**src/hw/rtl/scfp_pkg.sv**
```systemverilog
// Shared constants and types of the serial-to-CAN frame parser.
`timescale 1ns / 1ps

package scfp_pkg;

   // Frame layout.
   localparam int STAMP_OFFSET   = 0;
   localparam int ID_OFFSET      = 4;
   localparam int LENGTH_OFFSET  = 8;
   localparam int PAYLOAD_OFFSET = 9;
   localparam int MAX_PAYLOAD    = 8;
   localparam int STORE_DEPTH    = 32;

   // Derived sizes.
   localparam int STORE_IDX_W = $clog2(STORE_DEPTH);
   localparam int POS_W       = $clog2(PAYLOAD_OFFSET + MAX_PAYLOAD + 1);
   localparam int LEN_W       = 4;
   localparam int QUEUE_DEPTH = 2;
   localparam int QPTR_W      = $clog2(QUEUE_DEPTH);
   localparam int QCNT_W      = $clog2(QUEUE_DEPTH + 1);
   localparam int CSR_IDX_W   = 2;

   // Register reset values.
   localparam logic [7:0] START_TOKEN_RESET = 8'd2;
   localparam logic [7:0] END_TOKEN_RESET   = 8'd3;

   // Configuration register indexes.
   typedef enum logic [CSR_IDX_W-1:0] {
      CSR_START_TOKEN = 2'd0,
      CSR_END_TOKEN   = 2'd1
   } csr_index_type;

   // Parser phase.
   typedef enum logic {
      PHASE_IDLE  = 1'b0,
      PHASE_FRAME = 1'b1
   } phase_type;

   // One classified frame handed from the front to the back.
   typedef struct packed {
      logic             ok;
      logic [31:0]      frame_id;
      logic [31:0]      time_stamp;
      logic [LEN_W-1:0] length;
      logic [63:0]      payload;
   } frame_cmd_type;

   // Queue status seen by the front.
   typedef struct packed {
      logic full;
   } queue_status_type;

endpackage

```
**src/hw/rtl/scfp_front.sv**
```systemverilog
// Front end: token registers, byte parser, frame store and frame classification.
`timescale 1ns / 1ps

module scfp_front
   import scfp_pkg::*;
(
   input  logic                 clock,
   input  logic                 reset,
   input  logic                 req_valid,
   output logic                 req_stall,
   input  logic [7:0]           req_rx_byte,
   input  logic                 csr_valid,
   output logic                 csr_ready,
   input  logic [CSR_IDX_W-1:0] csr_index,
   input  logic [7:0]           csr_data,
   input  queue_status_type     q_status,
   output logic                 push_valid,
   output frame_cmd_type        push_cmd
);

   logic [7:0]             start_tok_ff;
   logic [7:0]             end_tok_ff;
   phase_type              phase_ff, phase_in;
   logic [POS_W-1:0]       pos_ff, pos_in;
   logic [LEN_W-1:0]       len_ff, len_in;
   logic [7:0]             store_ff [STORE_DEPTH];
   logic                   store_we;
   logic [STORE_IDX_W-1:0] wr_addr;
   logic                   accept;
   logic [LEN_W-1:0]       len_eff;
   logic                   oversize;
   logic [31:0]            snap_id;
   logic [31:0]            snap_stamp;
   logic [63:0]            snap_payload;

   assign csr_ready = 1'b1;
   assign req_stall = q_status.full;
   assign accept    = req_valid && !req_stall;
   assign wr_addr   = STORE_IDX_W'(pos_ff);

   // Store entries beyond the depth read as zero.
   function automatic logic [7:0] store_byte(input int p);
      logic [7:0] val;
      val = 8'd0;
      if (p < STORE_DEPTH) begin
         val = store_ff[p[STORE_IDX_W-1:0]];
      end
      return val;
   endfunction

   // Configuration registers.
   always_ff @(posedge clock) begin
      if (reset) begin
         start_tok_ff <= START_TOKEN_RESET;
         end_tok_ff   <= END_TOKEN_RESET;
      end else if (csr_valid && csr_ready) begin
         case (csr_index)
            CSR_START_TOKEN: start_tok_ff <= csr_data;
            CSR_END_TOKEN:   end_tok_ff   <= csr_data;
            default: ;
         endcase
      end
   end

   // Parser state registers.
   always_ff @(posedge clock) begin
      if (reset) begin
         phase_ff <= PHASE_IDLE;
         pos_ff   <= '0;
         len_ff   <= '0;
      end else begin
         phase_ff <= phase_in;
         pos_ff   <= pos_in;
         len_ff   <= len_in;
      end
   end

   // Frame store; its contents are only meaningful once written.
   always_ff @(posedge clock) begin
      if (store_we) begin
         store_ff[wr_addr] <= req_rx_byte;
      end
   end

   // Snapshot of the fixed frame fields, read at their own positions.
   always_comb begin
      for (int k = 0; k < 4; k++) begin
         snap_id[8*k +: 8]    = store_byte(ID_OFFSET + k);
         snap_stamp[8*k +: 8] = store_byte(STAMP_OFFSET + k);
      end
      for (int k = 0; k < 8; k++) begin
         if (k < MAX_PAYLOAD) begin
            snap_payload[8*k +: 8] = store_byte(PAYLOAD_OFFSET + k);
         end else begin
            snap_payload[8*k +: 8] = 8'd0;
         end
      end
   end

   // Next state and classification of each accepted byte.
   always_comb begin
      phase_in   = phase_ff;
      pos_in     = pos_ff;
      len_in     = len_ff;
      store_we   = 1'b0;
      push_valid = 1'b0;
      len_eff    = len_ff;
      oversize   = 1'b0;
      push_cmd   = '{ok: 1'b0, frame_id: snap_id, time_stamp: snap_stamp,
                     length: len_ff, payload: snap_payload};
      if (accept) begin
         case (phase_ff)
            PHASE_IDLE: begin
               if (req_rx_byte == start_tok_ff) begin
                  phase_in = PHASE_FRAME;
                  pos_in   = '0;
                  len_in   = '0;
               end
            end
            PHASE_FRAME: begin
               // The length byte takes effect in the cycle it arrives.
               if (int'(pos_ff) == LENGTH_OFFSET) begin
                  if (int'(req_rx_byte) > MAX_PAYLOAD) begin
                     oversize = 1'b1;
                  end else begin
                     len_eff = req_rx_byte[LEN_W-1:0];
                  end
               end
               if (oversize) begin
                  phase_in   = PHASE_IDLE;
                  push_valid = 1'b1;
               end else if (int'(pos_ff) < PAYLOAD_OFFSET + int'(len_eff)) begin
                  store_we = (int'(pos_ff) < STORE_DEPTH);
                  pos_in   = pos_ff + POS_W'(1);
                  len_in   = len_eff;
               end else begin
                  phase_in        = PHASE_IDLE;
                  push_valid      = 1'b1;
                  push_cmd.ok     = (req_rx_byte == end_tok_ff);
                  push_cmd.length = len_eff;
               end
            end
            default: phase_in = PHASE_IDLE;
         endcase
      end
   end

endmodule

```
**src/hw/rtl/scfp_queue.sv**
```systemverilog
// Short queue of classified frames between the front and the back.
`timescale 1ns / 1ps

module scfp_queue
   import scfp_pkg::*;
(
   input  logic             clock,
   input  logic             reset,
   input  logic             push_valid,
   input  frame_cmd_type    push_cmd,
   output queue_status_type status,
   output logic             pop_valid,
   input  logic             pop_ready,
   output frame_cmd_type    pop_cmd
);

   frame_cmd_type     entry_ff [QUEUE_DEPTH];
   logic [QPTR_W-1:0] wr_ptr_ff, wr_ptr_in;
   logic [QPTR_W-1:0] rd_ptr_ff, rd_ptr_in;
   logic [QCNT_W-1:0] count_ff, count_in;
   logic              do_push;
   logic              do_pop;

   assign status.full = (int'(count_ff) == QUEUE_DEPTH);
   assign pop_valid   = (count_ff != '0);
   assign pop_cmd     = entry_ff[rd_ptr_ff];
   assign do_push     = push_valid && !status.full;
   assign do_pop      = pop_valid && pop_ready;

   // Pointer and occupancy update.
   always_comb begin
      wr_ptr_in = wr_ptr_ff;
      rd_ptr_in = rd_ptr_ff;
      count_in  = count_ff;
      if (do_push) begin
         wr_ptr_in = (int'(wr_ptr_ff) == QUEUE_DEPTH - 1) ? '0 : wr_ptr_ff + QPTR_W'(1);
      end
      if (do_pop) begin
         rd_ptr_in = (int'(rd_ptr_ff) == QUEUE_DEPTH - 1) ? '0 : rd_ptr_ff + QPTR_W'(1);
      end
      if (do_push && !do_pop) begin
         count_in = count_ff + QCNT_W'(1);
      end else if (do_pop && !do_push) begin
         count_in = count_ff - QCNT_W'(1);
      end
   end

   always_ff @(posedge clock) begin
      if (reset) begin
         wr_ptr_ff <= '0;
         rd_ptr_ff <= '0;
         count_ff  <= '0;
      end else begin
         wr_ptr_ff <= wr_ptr_in;
         rd_ptr_ff <= rd_ptr_in;
         count_ff  <= count_in;
      end
   end

   // Entry storage.
   always_ff @(posedge clock) begin
      if (do_push) begin
         entry_ff[wr_ptr_ff] <= push_cmd;
      end
   end

endmodule

```
**src/hw/rtl/scfp_back.sv**
```systemverilog
// Back end: formats queued frames into results and holds the output register.
`timescale 1ns / 1ps

module scfp_back
   import scfp_pkg::*;
(
   input  logic             clock,
   input  logic             reset,
   input  logic             pop_valid,
   output logic             pop_ready,
   input  frame_cmd_type    pop_cmd,
   output logic             rsp_valid,
   input  logic             rsp_stall,
   output logic             rsp_frame_ok,
   output logic [31:0]      rsp_frame_id,
   output logic [31:0]      rsp_time_stamp,
   output logic [LEN_W-1:0] rsp_payload_length,
   output logic [63:0]      rsp_payload_data
);

   logic             valid_ff, valid_in;
   logic             ok_ff;
   logic [31:0]      id_ff, id_in;
   logic [31:0]      stamp_ff, stamp_in;
   logic [LEN_W-1:0] len_ff, len_in;
   logic [63:0]      data_ff, data_in;
   logic             load;

   assign load      = !valid_ff || !rsp_stall;
   assign pop_ready = load;
   assign valid_in  = pop_valid;

   // A rejected frame carries zeros; payload bytes past the length are cleared.
   always_comb begin
      id_in    = '0;
      stamp_in = '0;
      len_in   = '0;
      data_in  = '0;
      if (pop_cmd.ok) begin
         id_in    = pop_cmd.frame_id;
         stamp_in = pop_cmd.time_stamp;
         len_in   = pop_cmd.length;
         for (int i = 0; i < 8; i++) begin
            if (i < int'(pop_cmd.length)) begin
               data_in[8*i +: 8] = pop_cmd.payload[8*i +: 8];
            end
         end
      end
   end

   always_ff @(posedge clock) begin
      if (reset) begin
         valid_ff <= 1'b0;
      end else if (load) begin
         valid_ff <= valid_in;
      end
   end

   // Result payload register.
   always_ff @(posedge clock) begin
      if (load) begin
         ok_ff    <= pop_cmd.ok;
         id_ff    <= id_in;
         stamp_ff <= stamp_in;
         len_ff   <= len_in;
         data_ff  <= data_in;
      end
   end

   assign rsp_valid          = valid_ff;
   assign rsp_frame_ok       = ok_ff;
   assign rsp_frame_id       = id_ff;
   assign rsp_time_stamp     = stamp_ff;
   assign rsp_payload_length = len_ff;
   assign rsp_payload_data   = data_ff;

endmodule

```
**src/hw/rtl/serial_to_can_frame_parser_unit.sv**
```systemverilog
// Top level of the serial-to-CAN frame parser.
//
//  Channel  Direction  Handshake           Carries
//  req      in         req_valid/stall     one serial byte
//  rsp      out        rsp_valid/stall     one frame result or rejection
//  csr      in         csr_valid/ready     start and end token writes
//
// One byte is taken every cycle while req_stall is low. The result of the byte
// that closes or rejects a frame goes to the queue, then the output register.
// req_stall rises only while the two-entry frame queue is full, which happens
// when rsp_stall holds results back. Reset restores the tokens to 2 and 3 and
// sends the parser idle; the frame store is not cleared.
`timescale 1ns / 1ps

module serial_to_can_frame_parser_unit
   import scfp_pkg::*;
(
   input  logic                 clock,
   input  logic                 reset,
   input  logic                 req_valid,
   output logic                 req_stall,
   input  logic [7:0]           req_rx_byte,
   output logic                 rsp_valid,
   input  logic                 rsp_stall,
   output logic                 rsp_frame_ok,
   output logic [31:0]          rsp_frame_id,
   output logic [31:0]          rsp_time_stamp,
   output logic [LEN_W-1:0]     rsp_payload_length,
   output logic [63:0]          rsp_payload_data,
   input  logic                 csr_valid,
   output logic                 csr_ready,
   input  logic [CSR_IDX_W-1:0] csr_index,
   input  logic [7:0]           csr_data
);

   queue_status_type q_status;
   logic             push_valid;
   frame_cmd_type    push_cmd;
   logic             pop_valid;
   logic             pop_ready;
   frame_cmd_type    pop_cmd;

   scfp_front u_front (
      .clock       (clock),
      .reset       (reset),
      .req_valid   (req_valid),
      .req_stall   (req_stall),
      .req_rx_byte (req_rx_byte),
      .csr_valid   (csr_valid),
      .csr_ready   (csr_ready),
      .csr_index   (csr_index),
      .csr_data    (csr_data),
      .q_status    (q_status),
      .push_valid  (push_valid),
      .push_cmd    (push_cmd)
   );

   scfp_queue u_queue (
      .clock      (clock),
      .reset      (reset),
      .push_valid (push_valid),
      .push_cmd   (push_cmd),
      .status     (q_status),
      .pop_valid  (pop_valid),
      .pop_ready  (pop_ready),
      .pop_cmd    (pop_cmd)
   );

   scfp_back u_back (
      .clock              (clock),
      .reset              (reset),
      .pop_valid          (pop_valid),
      .pop_ready          (pop_ready),
      .pop_cmd            (pop_cmd),
      .rsp_valid          (rsp_valid),
      .rsp_stall          (rsp_stall),
      .rsp_frame_ok       (rsp_frame_ok),
      .rsp_frame_id       (rsp_frame_id),
      .rsp_time_stamp     (rsp_time_stamp),
      .rsp_payload_length (rsp_payload_length),
      .rsp_payload_data   (rsp_payload_data)
   );

endmodule

```
**config.mk**
```make
export PLATFORM = sky130hd
export DESIGN_NAME = serial_to_can_frame_parser_unit
export DESIGN_NICKNAME = d
export VERILOG_FILES = /design/src/hw/rtl/scfp_pkg.sv /design/src/hw/rtl/scfp_front.sv /design/src/hw/rtl/scfp_queue.sv /design/src/hw/rtl/scfp_back.sv /design/src/hw/rtl/serial_to_can_frame_parser_unit.sv
export SDC_FILE = /design/constraint.sdc
export NUM_CORES = 1
export LEC_CHECK = 0
export BUFFER_PORTS_ARGS = -buffer_cell sky130_fd_sc_hd__buf_2
export CORE_MARGIN = 3
export CORE_UTILIZATION = 55
export CTS_BUF_LIST = sky130_fd_sc_hd__clkbuf_4 sky130_fd_sc_hd__clkbuf_8 sky130_fd_sc_hd__clkbuf_16
export DETAILED_ROUTE_END_ITERATION = 6
export GPL_TIMING_DRIVEN = 0
export PLACE_DENSITY_LB_ADDON = 0.25
export SYNTH_ARGS = -nofsm -noshare
export SYNTH_HDL_FRONTEND = slang
export SYNTH_SLANG_ARGS = --single-unit
export TNS_END_PERCENT = 100
```
**constraint.sdc**
```tcl
create_clock -name clock -period 21.7 [get_ports clock]
set_input_delay 6.51 -clock clock [delete_from_list [all_inputs] [get_ports clock]]
set_output_delay 6.51 -clock clock [all_outputs]
set_load 0.005 [all_outputs]
```
## Word level (Yosys, flattened, before mapping)

Memories as Yosys holds them, arrays and structs flattened. A register that Yosys moved wholly into a read port is not among the register bits.
Cells that the tools add are included.

- Add/sub/neg operators: 6
- $lt $le $gt $ge: 10
- Eq/ne operators: 8
- Multiplexer cells: 44
- Bitwise gates (word level): 1
- Reduce and logical (&&, ||, !) cells: 25

Operators by type and width:

| cell | count |
|---|---|
| 4-bit 2-to-1 mux | 11 |
| 6-bit by 32-bit < comparator with 1-bit output | 1 |
| 1-bit 2-to-1 mux | 25 |
| 2-bit AND reduction | 10 |
| 8-bit == test | 2 |
| 3-bit by 4-bit < comparator with 1-bit output, first input constant | 4 |
| 5-bit 2-to-1 mux | 3 |
| 5-bit one-hot mux with 2 select lines | 1 |
| 8-bit by 4-bit > comparator with 1-bit output, second input constant | 1 |
| 1-bit by 4-bit < comparator with 1-bit output, first input constant | 2 |
| 2-bit by 4-bit < comparator with 1-bit output, first input constant | 2 |
| 4-bit one-hot mux with 2 select lines | 1 |
| 4-bit by 4-bit adder with 5-bit output, first input constant | 1 |
| 5-bit by 1-bit adder with 5-bit output, second input constant | 1 |
| 5-bit == test, second input constant | 1 |
| 1-bit logical AND | 5 |
| 1-bit zero test | 5 |
| 2-bit 2-to-1 mux | 2 |
| 2-bit inequality test, second input constant | 2 |
| 4-bit AND reduction | 1 |
| 2-bit nonzero test | 2 |
| 1-bit adder, second input constant | 2 |
| 2-bit by 1-bit adder with 2-bit output, second input constant | 1 |
| 2-bit by 1-bit == test with 1-bit output, second input constant | 1 |
| other kinds (7) | 7 |

- Bits in registers: 164
- Bits in writable memories: 522
- Input bits: 23
- Output and inout port bits: 136
- Word-level logic and storage cells: 117
- Memories: 2

Memory list:

| name | words | width | rd ports | clocked after memory_dff | write ports | line | RTL |
|---|---|---|---|---|---|---|---|
| u_queue.entry_ff | 2 | 133 | 1 | 1 | 1 | scfp_queue.sv:17 | `frame_cmd_type entry_ff [QUEUE_DEPTH];` |
| u_front.store_ff | 32 | 8 | 16 | 0 | 1 | scfp_front.sv:26 | `logic [7:0] store_ff [STORE_DEPTH];` |

## Longest topological paths before layout

- Word-level depth: 16
- Gate-level depth with buffers: 19
- Depth with buffers taken out: 17

## Cells and area by module

A second synthesis with hierarchy kept.

- Cell total of the unflattened synthesis: 1063
- Area total of the unflattened synthesis: 20772.4 µm²

Modules (own cells, without submodules):

| module | times used | cells each | area each (µm²) | seq. area each (µm²) |
|---|---|---|---|---|
| scfp_queue | 1 | 439 | 10099.7 | 8087.8 |
| scfp_front | 1 | 334 | 5655.4 | 4364.2 |
| scfp_back | 1 | 290 | 5017.3 | 4013.8 |

## Least setup slack after synthesis

OpenSTA, ideal clock, no wires.

- Path kind: input-to-reg
- From: in req_rx_byte[4]
- To: mem u_queue.entry_ff[0][0] in the netlist's numbering (enable)
- Library setup time: 822 ps
- Arrival time: 18600 ps
- Data required time: 20878 ps
- Slack: 2277 ps
- Stages on the path: 13
- Path buffers: 2
- Path through: nor4_2 > and3_1 > buf_6 > mux2_2 > ha_1 > xnor2_1 > ha_1 > a21o_1 > a21o_1 > a21o_1 > clkbuf_1 > nor2_1 > a211oi_1

- Cells in the longest elaborated chain, start to end: 14
- Elaborated cells on any way between the ends: 18
- Classes of those cells: 1 x add/sub; 2 x order compare; 14 x mux; 1 x reduce/logical

RTL lines:

| item | line | RTL |
|---|---|---|
| start: declaration | serial_to_can_frame_parser_unit.sv:22 | `input logic [7:0] req_rx_byte,` |
| 8-bit by 4-bit > comparator with 1-bit output (*) | scfp_front.sv:123 | `if (int'(req_rx_byte) > MAX_PAYLOAD) begin` |
| 4-bit 2-to-1 mux | scfp_front.sv:123 |  |
| 4-bit 2-to-1 mux | scfp_front.sv:122 | `if (int'(pos_ff) == LENGTH_OFFSET) begin` |
| 4-bit 2-to-1 mux | scfp_front.sv:112 | `case (phase_ff)` |
| 4-bit 2-to-1 mux | scfp_front.sv:111 | `if (accept) begin` |
| 4-bit by 4-bit adder with 5-bit output | scfp_front.sv:132 | `end else if (int'(pos_ff) < PAYLOAD_OFFSET + int'(len_eff)) begin` |
| 6-bit by 32-bit < comparator with 1-bit output | scfp_front.sv:132 |  |
| 1-bit 2-to-1 mux | scfp_front.sv:132 |  |
| 1-bit 2-to-1 mux (*) | scfp_front.sv:129 | `if (oversize) begin` |
| 1-bit 2-to-1 mux (*) | scfp_front.sv:112 |  |
| 1-bit 2-to-1 mux (*) | scfp_front.sv:111 |  |
| 1-bit logical AND (*) | scfp_queue.sv:27 | `assign do_push = push_valid && !status.full;` |
| 1-bit 2-to-1 mux (*) | scfp_queue.sv:62 | `if (do_push) begin` |
| 1-bit 2-to-1 mux (not written as such) (*) | scfp_queue.sv:63 | `entry_ff[wr_ptr_ff] <= push_cmd;` |
| end: declaration | scfp_queue.sv:17 |  |

Mark *: on every way between the ends. The rest lies on a longest branch, timed or not. The select of a mux whose other input is x is not followed.

## Worst setup path in the final report

- From: in req_rx_byte[4]
- To: mem u_front.store_ff[0][2] (enable)

- Cells in the longest elaborated chain, start to end: 13
- Elaborated cells on any way between the ends: 17
- Classes of those cells: 1 x add/sub; 2 x order compare; 14 x mux

RTL lines:

| item | line | RTL |
|---|---|---|
| 8-bit by 4-bit > comparator with 1-bit output (*) | scfp_front.sv:123 |  |
| 4-bit 2-to-1 mux | scfp_front.sv:123 |  |
| 4-bit 2-to-1 mux | scfp_front.sv:122 |  |
| 4-bit 2-to-1 mux | scfp_front.sv:112 |  |
| 4-bit 2-to-1 mux | scfp_front.sv:111 |  |
| 4-bit by 4-bit adder with 5-bit output | scfp_front.sv:132 |  |
| 6-bit by 32-bit < comparator with 1-bit output | scfp_front.sv:132 |  |
| 1-bit 2-to-1 mux | scfp_front.sv:132 |  |
| 1-bit 2-to-1 mux (*) | scfp_front.sv:129 |  |
| 1-bit 2-to-1 mux (*) | scfp_front.sv:112 |  |
| 1-bit 2-to-1 mux (*) | scfp_front.sv:111 |  |
| 1-bit 2-to-1 mux (*) | scfp_front.sv:80 | `if (store_we) begin` |
| 1-bit 2-to-1 mux (not written as such) (*) | scfp_front.sv:81 | `store_ff[wr_addr] <= req_rx_byte;` |
| end: declaration | scfp_front.sv:26 |  |

Marks and branches as above.

==> out/qor.csv <==
stage,metric,value,unit
clock_network,post-CTS sizing,0,
floorplan,Core Area,35700,um2
clock_network,Clock Latency Late Sink,0.58,ns
logic_synthesis,Post-synth EDFFs,527,
worst_setup_path,Crit. End Element,register,
timing,post-route setup slack,10.47,ns
floorplan,DIE AREA,38700,um2
logic_synthesis,sequential area share after synthesis,0.823,
detailed_routing,remaining antenna violation count after routing,0,
power,Leak,8.11,nW
timing,Final Max Tran Viols,0,
floorplan,Die W,197,um
logic_synthesis,Synth warnings,0,
clock_network,maximum clock path buffer count,3,
placement,RePlAce Congestion,0.841,
grt,global-route wire length before repair,56700,um
layout,Synth-to-Final Area Change,17.1,%
detailed_routing,overall routed net length,37100,um
timing,# setup viols final,0,
flow_run,max-cap viol count,0,
timing,"Hold Vio Cnt, Final",0,
logic_synthesis,mean post-synth cell area,18.6,um2
worst_setup_path,crit start category,input port,
clock_network,Clock Sinks,559,
logic_synthesis,Syn Nets,1111,
logic_synthesis,Synth cell types,56,
hold_path,Hold Crit Class,register to register,
floorplan,row cnt,69,
floorplan,Top Ports,159,
logic_synthesis,Syn Inst Count,1078,
timing,Slew headroom,0.193,
logic_synthesis,"FFs w/ async S/R, synth",0,
floorplan,Initial Util,0.560,
clock_network,htree depth,2,
timing,Peak Freq,89.0,MHz
timing,final worst-path cycle share,0.518,
grt,vias in the first global route,9904,
detailed_routing,routed vias,9752,
detailed_routing,First-pass DRT Iterations,5,
detailed_routing,Residual DRC,0,
timing,Slew @ Worst Pin,1.20,ns
placement,IO Port Bufs,157,
clock_network,Clock Root Buffer,clkbuf_16,
clock_network,# Post-CTS Setup Buffers,0,
grt,initial antenna violation count,0,
worst_setup_path,Worst Path Required,21.89,ns
logic_synthesis,share of the synthesized area in the top cell type,0.791,
grt,GRT Util Overall,0.193,
logic_synthesis,"top cells by area, synth","edfxtp_1 79%, mux2i_1 7.5%, dfxtp_1 3.2%",
clock_network,cts bufs inserted,53,
detailed_routing,Vias/cell,5.40,
timing,RSZ-0062 raised after global routing,no,
placement,dpl hpwl,23100,um
placement,Placed Cells,1714,
clock_network,CTS tree,done,
outcome,status,"complete, no violations",
worst_setup_path,CP max FO,19,
timing,skew final,0.0157,ns
power,Peak VDD IR,0.0800,mV
layout,nets,1341,
layout,fin cells,1807,
placement,pre-CTS setup slack,9.98,ns
detailed_routing,Starting DRT DRC Count,786,
grt,total congestion overflow,0,
clock_network,CTS Hold Buffers Added,0,
logic_synthesis,Mapped Area,20000,um2
timing,final hold slack,0.435,ns
layout,share of cells above drive strength 1,0.221,
worst_setup_path,critical path data arrival time,11.42,ns
worst_setup_path,crit path kind,input port to register,
power,pwr dens,107,nW/um2
placement,placed cell area,21800,um2
timing,Final min period,11.23,ns
layout,"Design Area, Final",23400,um2
logic_synthesis,Yosys reg bits,559,
detailed_routing,WL/cell,20.5,um
clock_network,CTS clock-pin slew for the worst setup and hold paths,0.06,ns
logic_synthesis,Synth Flop Type,edfxtp_1,
layout,antenna cell count,0,
grt,largest net degree at the start of global routing,66,
logic_synthesis,"area leader, netlist",edfxtp_1,
floorplan,die height,197,um
layout,fillers,2462,
-- registers in the layout (all words and copies together) (netlist names), named ones only --
signal	count
u_back.rsp_payload_data	64
u_back.rsp_frame_ok	1
u_back.rsp_frame_id	32
u_front.pos_ff	5
u_front.end_tok_ff	8
u_back.rsp_valid	1
u_queue.count_ff	2
u_front.phase_ff	1
u_queue.rd_ptr_ff	1
u_front.store_ff	128
u_queue.wr_ptr_ff	1
u_front.len_ff	4
u_queue.entry_ff	266
u_back.rsp_time_stamp	32
u_back.rsp_payload_length	4
u_front.start_tok_ff	8
-- stage by stage --
stage	total power, W	util	TNS, ns
2_1_floorplan	0.00150	-	0
3_3_place_gp	0.00165	0.598	-533.46
3_5_place_dp	0.00165	0.609	0
4_1_cts	0.00253	0.655	0
5_1_grt	0.00260	0.655	0
6_report	0.00250	0.655	0
-- final timing paths --
check	startpoint	to	depth (start not counted)	slack, ns
worst max-delay path	req_rx_byte[4]	u_front.store_ff[0][2]	13	10.47
worst max register to register	u_front.pos_ff[1]	u_front.store_ff[0][2]	14	16.06
worst min register to register	u_front.store_ff[9][7]	u_queue.entry_ff[1][7]	0	0.44
worst min-delay path	u_front.store_ff[9][7]	u_queue.entry_ff[1][7]	0	0.44
-- layout make-up --
type                    count  area [um2]  area share
multi-input cells         475        3440       0.147
inverters                   9        33.8     0.00144
well taps                 461         577      0.0246
plain buffers              35         155     0.00662
flip-flops and latches    559       16500       0.703
repair buffers            175        1090      0.0464
clock buffers              66        1440      0.0615
clock inverters            27         223     0.00951
-- metal layers --
layer | up-vias | wire length [um] | GRT usage
met5 | - | 0 | 0
met4 | 0 | 1060 | 0.0620
met3 | 77 | 1830 | 0.0323
met2 | 244 | 18200 | 0.324
met1 | 4848 | 15900 | 0.264
li1 | 4583 | - | -
-- Yosys cell counts (all sizes together), types with 2 or more instances --
cell type,number
mux2i,149
or3,3
a21o,4
o2111ai,5
edfxtp,527
o21ai,6
nand3,17
clkbuf,12
nand2b,9
nor3,5
and4,3
and3,3
o31ai,2
buf,23
nand4,7
inv,8
ha,10
nor2,151
and2,5
xor2,19
a21oi,9
dfxtp,32
a21boi,2
xnor2,2
or2,2
nand2,12
a31oi,3
mux2,9
a211oi,2
nor4,19
-- placed cells by master (no fill, tap or decap), types with 3 or more instances in the layout --
| cell type | count |
|---|---|
| edfxtp_1 | 527 |
| buf_2 | 161 |
| nor2_1 | 151 |
| mux2i_1 | 149 |
| clkbuf_16 | 54 |
| dfxtp_1 | 32 |
| xor2_1 | 19 |
| nand3_1 | 17 |
| buf_1 | 16 |
| clkinv_1 | 12 |
| clkbuf_1 | 12 |
| clkbuf_4 | 12 |
| nand2_1 | 11 |
| nor4_2 | 11 |
| ha_1 | 10 |
| clkinv_2 | 10 |
| mux2_2 | 9 |
| nand2b_1 | 9 |
| inv_1 | 8 |
| nor4_1 | 8 |
| nand4_1 | 7 |
| a21oi_1 | 7 |
| buf_4 | 7 |
| buf_8 | 6 |
| buf_16 | 6 |
| and2_1 | 5 |
| nor3_1 | 5 |
| o21ai_0 | 5 |
| a21o_1 | 4 |
| o2111ai_1 | 4 |
| a31oi_1 | 3 |
| and3_1 | 3 |
| or3_1 | 3 |
| and4_1 | 3 |
| bufinv_16 | 3 |
-- logic make-up (layout without fill, tap and decap cells) --
group | Yosys count | count (layout) | share of synthesized area
DFF | 559 | 559 | 0.823
and+or+nand+nor | 242 | 242 | 0.0557
muxes | 158 | 158 | 0.0796
buffers and inverters | 44 | 312 | 0.00944
AOI/OAI and AO/OA | 43 | 43 | 0.0166
xor gates and xnor gates | 21 | 21 | 0.00919
adders and majority gates | 10 | 10 | 0.00625
other | 1 | 1 | 0.000187
-- critical path, stage by stage --
cell     delay (ns)
buf_2          0.33
nor4_2         0.50
and3_1         0.24
buf_6          0.14
mux2_2         0.38
ha_1           0.24
xnor2_1        0.14
ha_1           0.32
a21o_1         0.19
a21o_1         0.18
a21oi_1        0.67
nand2_1        0.56
nor4_2         1.02
-- where the power goes --
group          internal (W)  switching, W  total, W
clock              0.000505      0.000366  0.000872
combinational      0.000140      0.000162  0.000303
sequential          0.00129     0.0000309   0.00132
total               0.00194      0.000560   0.00250
Note: power is estimated with default switching activity, not from simulation.
